<file path="config.mk">
export PLATFORM = sky130hd
export DESIGN_NAME = hotness_ewma_wait_adapter_unit
export DESIGN_NICKNAME = d
export VERILOG_FILES = /design/src/hw/rtl/hewa_pkg.sv /design/src/hw/rtl/hewa_cfg_regs.sv /design/src/hw/rtl/hewa_avg_mem.sv /design/src/hw/rtl/hewa_scan_ctl.sv /design/src/hw/rtl/hotness_ewma_wait_adapter_unit.sv
export SDC_FILE = /design/constraint.sdc
export NUM_CORES = 2
export LEC_CHECK = 0
export BUFFER_PORTS_ARGS = -buffer_cell sky130_fd_sc_hd__buf_4
export CAP_MARGIN = 20
export CORE_MARGIN = 2
export CORE_UTILIZATION = 60
export CTS_CLUSTER_DIAMETER = 80
export DETAILED_ROUTE_END_ITERATION = 10
export GPL_TIMING_DRIVEN = 0
export PLACE_DENSITY = 0.77
export SYNTH_ARGS = -nofsm -noshare
export SYNTH_HDL_FRONTEND = slang
export SYNTH_HIERARCHICAL = 1
export SYNTH_SLANG_ARGS = --single-unit
</file>
<file path="constraint.sdc">
create_clock -name clk -period 45.8 [get_ports clk]
set_input_delay 4.58 -clock clk [delete_from_list [all_inputs] [get_ports clk]]
set_output_delay 4.58 -clock clk [all_outputs]
set_load 0.03 [all_outputs]
</file>
<file path="src/hw/rtl/hewa_pkg.sv">
// ----------------------------------------------------------------------------
// hewa_pkg
// Types, register indexes and constants of the hotness EWMA wait adapter.
// ----------------------------------------------------------------------------
package hewa_pkg;

	localparam int COLOR_SLOTS_DEF = 64;

	localparam int COLOR_W = 6;
	localparam int Q16_W   = 16;
	localparam int WAIT_W  = 20;
	localparam int TALLY_W = 7;
	localparam int CIDX_W  = 3;

	localparam logic [Q16_W-1:0]   ALPHA_RESET = 16'd55706;
	localparam logic [Q16_W-1:0]   HOT_RESET   = 16'd62259;
	localparam logic [WAIT_W-1:0]  WAIT_RESET  = 20'd7000;
	localparam logic [WAIT_W-1:0]  WAIT_STEP   = 20'd1000;
	localparam logic [TALLY_W-1:0] TALLY_MAX   = 7'd127;
	localparam logic [TALLY_W-1:0] HOT_MIN     = 7'd2;
	localparam logic [1:0]         STREAK_CUT  = 2'd2;

	typedef enum logic [CIDX_W-1:0] {
		REG_ALPHA_RISE    = 3'd0,
		REG_ALPHA_FALL    = 3'd1,
		REG_HOT_LEVEL     = 3'd2,
		REG_ORIGINAL_WAIT = 3'd3,
		REG_HOLD_WAIT     = 3'd4
	} reg_idx_t;

	typedef struct packed {
		logic [Q16_W-1:0]  rise_wt;
		logic [Q16_W-1:0]  fall_wt;
		logic [Q16_W-1:0]  hot_level;
		logic [WAIT_W-1:0] original_wait;
		logic              hold_wait;
	} cfg_t;

	// Scan controller view handed back to the datapath.
	typedef struct packed {
		logic               first_scan;
		logic [TALLY_W-1:0] tally;
		logic [WAIT_W-1:0]  wait_us;
	} scan_stat_t;

endpackage

</file>
<file path="src/hw/rtl/hewa_cfg_regs.sv">
// ----------------------------------------------------------------------------
// hewa_cfg_regs
// Configuration register file, written through its own valid/ready channel.
// ----------------------------------------------------------------------------
module hewa_cfg_regs (
	input  logic                         clk,
	input  logic                         arst_n,
	input  logic                         cfg_valid,
	output logic                         cfg_ready,
	input  logic [hewa_pkg::CIDX_W-1:0]  cfg_index,
	input  logic [hewa_pkg::WAIT_W-1:0]  cfg_data,
	output hewa_pkg::cfg_t               cfg
);
	import hewa_pkg::*;

	cfg_t cfg_q;

	assign cfg_ready = 1'b1;
	assign cfg       = cfg_q;

	always_ff @(posedge clk or negedge arst_n) begin
		if (!arst_n) begin
			cfg_q.rise_wt       <= ALPHA_RESET;
			cfg_q.fall_wt       <= ALPHA_RESET;
			cfg_q.hot_level     <= HOT_RESET;
			cfg_q.original_wait <= WAIT_RESET;
			cfg_q.hold_wait     <= 1'b0;
		end else if (cfg_valid) begin
			case (reg_idx_t'(cfg_index))
				REG_ALPHA_RISE:    cfg_q.rise_wt       <= cfg_data[Q16_W-1:0];
				REG_ALPHA_FALL:    cfg_q.fall_wt       <= cfg_data[Q16_W-1:0];
				REG_HOT_LEVEL:     cfg_q.hot_level     <= cfg_data[Q16_W-1:0];
				REG_ORIGINAL_WAIT: cfg_q.original_wait <= cfg_data;
				REG_HOLD_WAIT:     cfg_q.hold_wait     <= cfg_data[0];
				default: ;
			endcase
		end
	end

endmodule

</file>
<file path="src/hw/rtl/hewa_avg_mem.sv">
// ----------------------------------------------------------------------------
// hewa_avg_mem
// Per-color average store: one write port, one registered read port.
// ----------------------------------------------------------------------------
module hewa_avg_mem #(
	parameter int DEPTH = hewa_pkg::COLOR_SLOTS_DEF,
	parameter int AW    = 6
) (
	input  logic                        clk,
	input  logic                        rd_en,
	input  logic [AW-1:0]               rd_addr,
	output logic [hewa_pkg::Q16_W-1:0]  rd_data,
	input  logic                        wr_en,
	input  logic [AW-1:0]               wr_addr,
	input  logic [hewa_pkg::Q16_W-1:0]  wr_data
);
	import hewa_pkg::*;

	logic [Q16_W-1:0] mem [DEPTH];
	logic [Q16_W-1:0] rd_data_q;

	assign rd_data = rd_data_q;

	always_ff @(posedge clk) begin
		if (wr_en) begin
			mem[wr_addr] <= wr_data;
		end
	end

	// read-before-write on a same-address collision; the datapath bypasses it
	always_ff @(posedge clk) begin
		if (rd_en) begin
			rd_data_q <= mem[rd_addr];
		end
	end

endmodule

</file>
<file path="src/hw/rtl/hewa_scan_ctl.sv">
// ----------------------------------------------------------------------------
// hewa_scan_ctl
// Scan bookkeeping: first-scan flag, hot tally, hot streak and wait adaption.
// ----------------------------------------------------------------------------
module hewa_scan_ctl (
	input  logic                  clk,
	input  logic                  arst_n,
	input  hewa_pkg::cfg_t        cfg,
	input  logic                  adv,
	input  logic                  last,
	input  logic                  hot,
	output hewa_pkg::scan_stat_t  stat
);
	import hewa_pkg::*;

	logic               first_q;
	logic [TALLY_W-1:0] tally_q;
	logic [1:0]         streak_q;
	logic [WAIT_W-1:0]  wait_q;

	logic               hot_inc;
	logic [TALLY_W-1:0] tally_nx;
	logic [1:0]         streak_tmp;
	logic [1:0]         streak_nx;
	logic [WAIT_W-1:0]  wait_nx;

	always_comb begin
		hot_inc  = !first_q && hot && (tally_q < TALLY_MAX);
		tally_nx = tally_q + TALLY_W'(hot_inc);
	end

	always_comb begin
		streak_tmp = 2'd0;
		streak_nx  = streak_q;
		wait_nx    = wait_q;
		if (last && !first_q && !cfg.hold_wait && (wait_q > WAIT_STEP)) begin
			if (tally_nx >= HOT_MIN) begin
				streak_tmp = streak_q + 2'd1;
			end
			if (streak_tmp >= STREAK_CUT) begin
				wait_nx   = wait_q - WAIT_STEP;
				streak_nx = 2'd0;
			end else begin
				streak_nx = streak_tmp;
				if (streak_tmp != 2'd0) begin
					wait_nx = cfg.original_wait;
				end
			end
		end
	end

	always_ff @(posedge clk or negedge arst_n) begin
		if (!arst_n) begin
			first_q  <= 1'b1;
			tally_q  <= '0;
			streak_q <= 2'd0;
			wait_q   <= WAIT_RESET;
		end else if (adv) begin
			streak_q <= streak_nx;
			wait_q   <= wait_nx;
			if (last) begin
				first_q <= 1'b0;
				tally_q <= '0;
			end else begin
				tally_q <= tally_nx;
			end
		end
	end

	assign stat.first_scan = first_q;
	assign stat.tally      = tally_nx;
	assign stat.wait_us    = wait_nx;

endmodule

</file>
<file path="src/hw/rtl/hotness_ewma_wait_adapter_unit.sv">
// ----------------------------------------------------------------------------
// hotness_ewma_wait_adapter_unit
// Per-color EWMA of eviction rates with hot-color counting and wait adaption.
// ----------------------------------------------------------------------------
// Takes one color rate per cycle while the output side is not stalled. The result
// of an item passes through the compute stage and the output register and is
// taken from the output register when the output side is free. Each item is a
// read-modify-write of the per-color average memory: the read is issued at
// acceptance, and the compute stage does the compare, one 17x17 multiply, the
// add and the write-back. A color repeated in the next item takes the
// just-written average through a bypass register, so there is no interlock.
// Stalls on the output side back up through the compute stage to in_ready.
// The average memory is not cleared; the first scan after reset writes every
// color it visits before any read of that color is used.
// ----------------------------------------------------------------------------
module hotness_ewma_wait_adapter_unit #(
	parameter int COLOR_SLOTS = hewa_pkg::COLOR_SLOTS_DEF
) (
	input  logic                          clk,
	input  logic                          arst_n,
	input  logic                          in_valid,
	output logic                          in_ready,
	input  logic [hewa_pkg::COLOR_W-1:0]  color,
	input  logic [hewa_pkg::Q16_W-1:0]    rate,
	input  logic                          last_color,
	output logic                          out_valid,
	input  logic                          out_ready,
	output logic [hewa_pkg::COLOR_W-1:0]  color_out,
	output logic [hewa_pkg::Q16_W-1:0]    hotness,
	output logic                          scan_end,
	output logic [hewa_pkg::WAIT_W-1:0]   wait_us,
	output logic [hewa_pkg::TALLY_W-1:0]  hot_count,
	input  logic                          cfg_valid,
	output logic                          cfg_ready,
	input  logic [hewa_pkg::CIDX_W-1:0]   cfg_index,
	input  logic [hewa_pkg::WAIT_W-1:0]   cfg_data
);
	import hewa_pkg::*;

	localparam int AW = (COLOR_SLOTS > 1) ? $clog2(COLOR_SLOTS) : 1;

	cfg_t       cfg;
	scan_stat_t stat;

	logic          in_acc;
	logic [AW-1:0] in_slot;

	// compute stage
	logic               valid_s1;
	logic [COLOR_W-1:0] color_s1;
	logic [Q16_W-1:0]   rate_s1;
	logic               last_s1;
	logic [AW-1:0]      slot_s1;
	logic               byp_hit_s1;
	logic [Q16_W-1:0]   byp_data_s1;
	logic               adv_s1;

	logic [Q16_W-1:0]   rd_data;
	logic [Q16_W-1:0]   old_avg;
	logic [Q16_W-1:0]   alpha;
	logic signed [16:0] diff;
	logic signed [33:0] prod;
	logic signed [33:0] acc;
	logic [Q16_W-1:0]   avg_new;
	logic               hot;

	// output register
	logic               out_valid_q;
	logic [COLOR_W-1:0] color_out_q;
	logic [Q16_W-1:0]   hotness_q;
	logic               scan_end_q;
	logic [WAIT_W-1:0]  wait_us_q;
	logic [TALLY_W-1:0] hot_count_q;

	assign adv_s1   = valid_s1 && (!out_valid_q || out_ready);
	assign in_ready = !valid_s1 || adv_s1;
	assign in_acc   = in_valid && in_ready;

	// color folded onto the store through a constant lookup
	always_comb begin
		in_slot = '0;
		for (int i = 0; i < (1 << COLOR_W); i++) begin
			if (color == COLOR_W'(i)) begin
				in_slot = AW'(i % COLOR_SLOTS);
			end
		end
	end

	hewa_cfg_regs u_cfg (
		.clk       (clk),
		.arst_n    (arst_n),
		.cfg_valid (cfg_valid),
		.cfg_ready (cfg_ready),
		.cfg_index (cfg_index),
		.cfg_data  (cfg_data),
		.cfg       (cfg)
	);

	hewa_avg_mem #(
		.DEPTH (COLOR_SLOTS),
		.AW    (AW)
	) u_mem (
		.clk     (clk),
		.rd_en   (in_acc),
		.rd_addr (in_slot),
		.rd_data (rd_data),
		.wr_en   (adv_s1),
		.wr_addr (slot_s1),
		.wr_data (avg_new)
	);

	always_ff @(posedge clk or negedge arst_n) begin
		if (!arst_n) begin
			valid_s1 <= 1'b0;
		end else if (in_ready) begin
			valid_s1 <= in_valid;
		end
	end

	always_ff @(posedge clk) begin
		if (in_acc) begin
			color_s1    <= color;
			rate_s1     <= rate;
			last_s1     <= last_color;
			slot_s1     <= in_slot;
			// the memory returns the pre-write value when this edge also writes it
			byp_hit_s1  <= adv_s1 && (slot_s1 == in_slot);
			byp_data_s1 <= avg_new;
		end
	end

	// new = rate + a*(old - rate) / 2^16, floored; same as a*old + (1-a)*rate
	always_comb begin
		old_avg = byp_hit_s1 ? byp_data_s1 : rd_data;
		alpha   = (rate_s1 > old_avg) ? cfg.rise_wt : cfg.fall_wt;
		diff    = $signed({1'b0, old_avg}) - $signed({1'b0, rate_s1});
		prod    = $signed({1'b0, alpha}) * diff;
		acc     = $signed({2'b00, rate_s1, 16'h0000}) + prod;
		avg_new = stat.first_scan ? rate_s1 : acc[31:16];
		hot     = (avg_new >= cfg.hot_level);
	end

	hewa_scan_ctl u_scan (
		.clk    (clk),
		.arst_n (arst_n),
		.cfg    (cfg),
		.adv    (adv_s1),
		.last   (last_s1),
		.hot    (hot),
		.stat   (stat)
	);

	always_ff @(posedge clk or negedge arst_n) begin
		if (!arst_n) begin
			out_valid_q <= 1'b0;
		end else if (adv_s1) begin
			out_valid_q <= 1'b1;
		end else if (out_ready) begin
			out_valid_q <= 1'b0;
		end
	end

	always_ff @(posedge clk) begin
		if (adv_s1) begin
			color_out_q <= color_s1;
			hotness_q   <= avg_new;
			scan_end_q  <= last_s1;
			wait_us_q   <= stat.wait_us;
			hot_count_q <= stat.tally;
		end
	end

	assign out_valid = out_valid_q;
	assign color_out = color_out_q;
	assign hotness   = hotness_q;
	assign scan_end  = scan_end_q;
	assign wait_us   = wait_us_q;
	assign hot_count = hot_count_q;

endmodule

</file>
==> flow_summary.yaml <==
route:
  drt_pre_antenna_iters: 8
  wl_met2_um: 73870
  wl_per_cell_um: 28.41
  drtIter0Drc: 4394
  wl_met3_um: 14640
  drtAntennaViolNets: 0
  drt-met1-wl_um: 55790
  drc: 0
  vias: 34502
  viasPerCell: 6.438
  highest_layer: "met4"
  postRouteWirelength_um: 152300
setup_path:
  path_class: "reg -> reg"
  crit_top_cell: "fa_1"
  crit_path_end_kind: "flop"
  critPathMaxFanout: 20
  cp.arrival_ns: 16.62
  slowest_stage: "a211oi_1"
  worstPathRequired_ns: 46.36
  critPathTopFamily: "compound AO/OA/AOI/OAI gates"
  cpPeakStageDelay_ns: 0.94
  path_buf_inv: 7
  cp-start-kind: "flop"
global_routing:
  grt_pass1_wl_um: 226900
  globalRouteTotalUtil_pct: 30.58
  grt_overflow: 0
  grt_max_degree: 68
  antenna_found_initial: 0
  grt_pass1_vias: 35190
cells_and_area:
  area_growth_pct: 13.87
  drive_above_1_share_pct: 24.64
  n_fill_cell: 6258
  final_nets: 4398
  postLayoutCellArea_um2: 67550
yosys:
  syn-instance-count: 3644
  syn_area_per_cell_um2: 16.28
  yosysWarnings: 6
  netlist_area_um2: 59330
  ys.flop_type: "edfxtp_1"
  yosysSeqAreaShare_pct: 61.85
  syn_nets: 4076
  synth_seq_cells: 1237
  synth_cell_types: 105
  synth_edf_count: 1136
  synthArstFlopShare_pct: 8.165
die:
  die_h_um: 318.5
  initial_core_util_pct: 60.46
  die-width_um: 318.5
  die_area_um2: 101400
  core.rowCount: 115
  core-area_um2: 98130
  io_pins: 104
clock_tree:
  clkTransAtPathRegs_ns: 0.06
  clk_latency_ns: 0.74
  clockRootBuffer: "clkbuf_16"
  post_cts_buffers: 0
  clock_sinks: 1237
  cts-htree-levels: 3
  cts_buffers: 119
  cts_buffer_depth: 3
  cts_tree: "built"
  postCtsHoldBufs: 0
  cts_resized: 0
placed_design:
  io_buffer_count: 102
  dp.final_hpwl_um: 107600
  gp_congestion: 0.9714
  placed_area_um2: 63450
sta:
  skew_ns: 0.05156
  slew_violations: 0
  worst_pin_slew_ns: 1.221
  fin_crit_ns: 16.06
  rsz0062_at_grt: "no"
  setup_viol_count_final: 0
  finalHoldViolCount: 0
  maxSlewHeadroom_pct: 18.35
  max_clock_freq_mhz: 62.27
  tns_ns: 0
  period_share_pct: 35.06
  whs_ns: 0.4171
status:
  status: "finished clean"
worst_hold_path:
  hold_path.class: "reg -> reg"
job:
  drv_cap: 0
## per-layer routing
layer,vias to the layer above,global-route usage (%)
li1,14356,-
met1,17706,40.56
met2,2061,49.41
met3,379,5.577
met4,0,14.93
met5,-,0
## registers in the layout, indices dropped and copies added (netlist names)
register and count:
color_s1 6, color_out 6, u_scan/tally_q 7, scan_end 1, wait_us 20, out_valid 1
rate_s1 16, u_mem/mem 1024, byp_hit_s1 1, valid_s1 1, u_scan/streak_q 2, hotness 16
hot_count 7, u_mem/rd_data 16, last_s1 1, u_cfg/cfg 69, u_scan/first_q 1, u_scan/wait_q 20
slot_s1 6, byp_data_s1 16
## metrics by stage
| step | utilization (%) | instances | setup WS [ns] |
|---|---|---|---|
| 2_1_floorplan | - | 3644 | 30.15 |
| 3_3_place_gp | 62.88 | 5033 | 21.91 |
| 3_5_place_dp | 64.66 | 5129 | 30.33 |
| 4_1_cts | 68.81 | 5355 | 29.97 |
| 5_1_grt | 68.84 | 5358 | 29.25 |
| 6_report | 68.84 | 5359 | 29.74 |
## final cells by class
class / count / area [um^2] / area share (%)
clock inverters: 72 / 833.3 / 1.234
repair buffers: 201 / 2198 / 3.254
flip-flops and latches: 1237 / 36690 / 54.32
well taps: 1287 / 1610 / 2.384
plain buffers: 167 / 1084 / 1.604
clock buffers: 154 / 3242 / 4.799
inverters: 304 / 1141 / 1.689
multi-input cells: 1936 / 20750 / 30.72
diodes: 1 / 2.502 / 0.003704
## layout by cell type (no fill, tap or decap), types with 13 or more instances in the layout
cell type     n
edfxtp_1   1136
o21ai_0      36
a22oi_1      40
a31oi_1      13
ha_1        157
o211ai_1     15
nor2b_1      35
a221o_1      17
inv_1       304
fa_1        224
nand2b_1     25
nor3_1       14
a221oi_1     20
buf_6        32
mux4_2      220
clkinv_2     21
xnor2_1      24
a21oi_1      50
and2_1       40
mux2_2      132
a21o_1       23
xor2_1       14
buf_2        47
dfstp_2      43
buf_8        51
buf_12       17
nand4_1      21
dfrtp_1      58
nor2_2       60
nand3_1      42
clkinv_1     19
mux2i_1     102
nand2_1     256
nor2_1      142
clkbuf_16   121
buf_4       145
clkbuf_1     83
a211oi_1     19
## path summary, 6_finish.rpt
| kind | from | to | slack [ns] | cells past startpoint |
|---|---|---|---|---|
| max in group asynchronous | arst_n | u_cfg/cfg[52] | 41.19 | 2 |
| min reg2reg | color_s1[1] | color_out[1] | 0.42 | 0 |
| min | color_s1[1] | color_out[1] | 0.42 | 0 |
| max reg2reg | byp_hit_s1 | wait_us[11] | 29.74 | 45 |
| max | byp_hit_s1 | wait_us[11] | 29.74 | 45 |
| min in group asynchronous | arst_n | u_scan/wait_q[14] | 3.82 | 1 |
## Yosys cell counts, drive strengths merged, types with 58 or more instances
library cell | n | area, um^2
buf | 104 | 830.8
fa | 224 | 4484
nand2 | 257 | 972.2
edfxtp | 1136 | 34110
inv | 304 | 1141
mux2 | 132 | 1486
mux2i | 102 | 1021
ha | 157 | 1964
clkbuf | 63 | 252.7
mux4 | 224 | 5060
nor2 | 203 | 774.5
dfrtp | 58 | 1451
## cells by family (layout without fill, tap and decap cells)
kind of cell    after synthesis  count (layout)  synth area share (%)
fa+ha+maj                   381             381                 10.87
mux                         458             458                 12.76
flops                      1237            1237                 61.85
other cells                   1               2              0.006321
simple gates                699             699                 5.549
compound gates              359             359                 4.659
buf+inv                     471             898                 3.750
xor+xnor                     38              38                0.5610
Power is left out: the tool's default activity adds up to more than one toggle a clock period on the data nets, which glitch-free logic cannot reach.
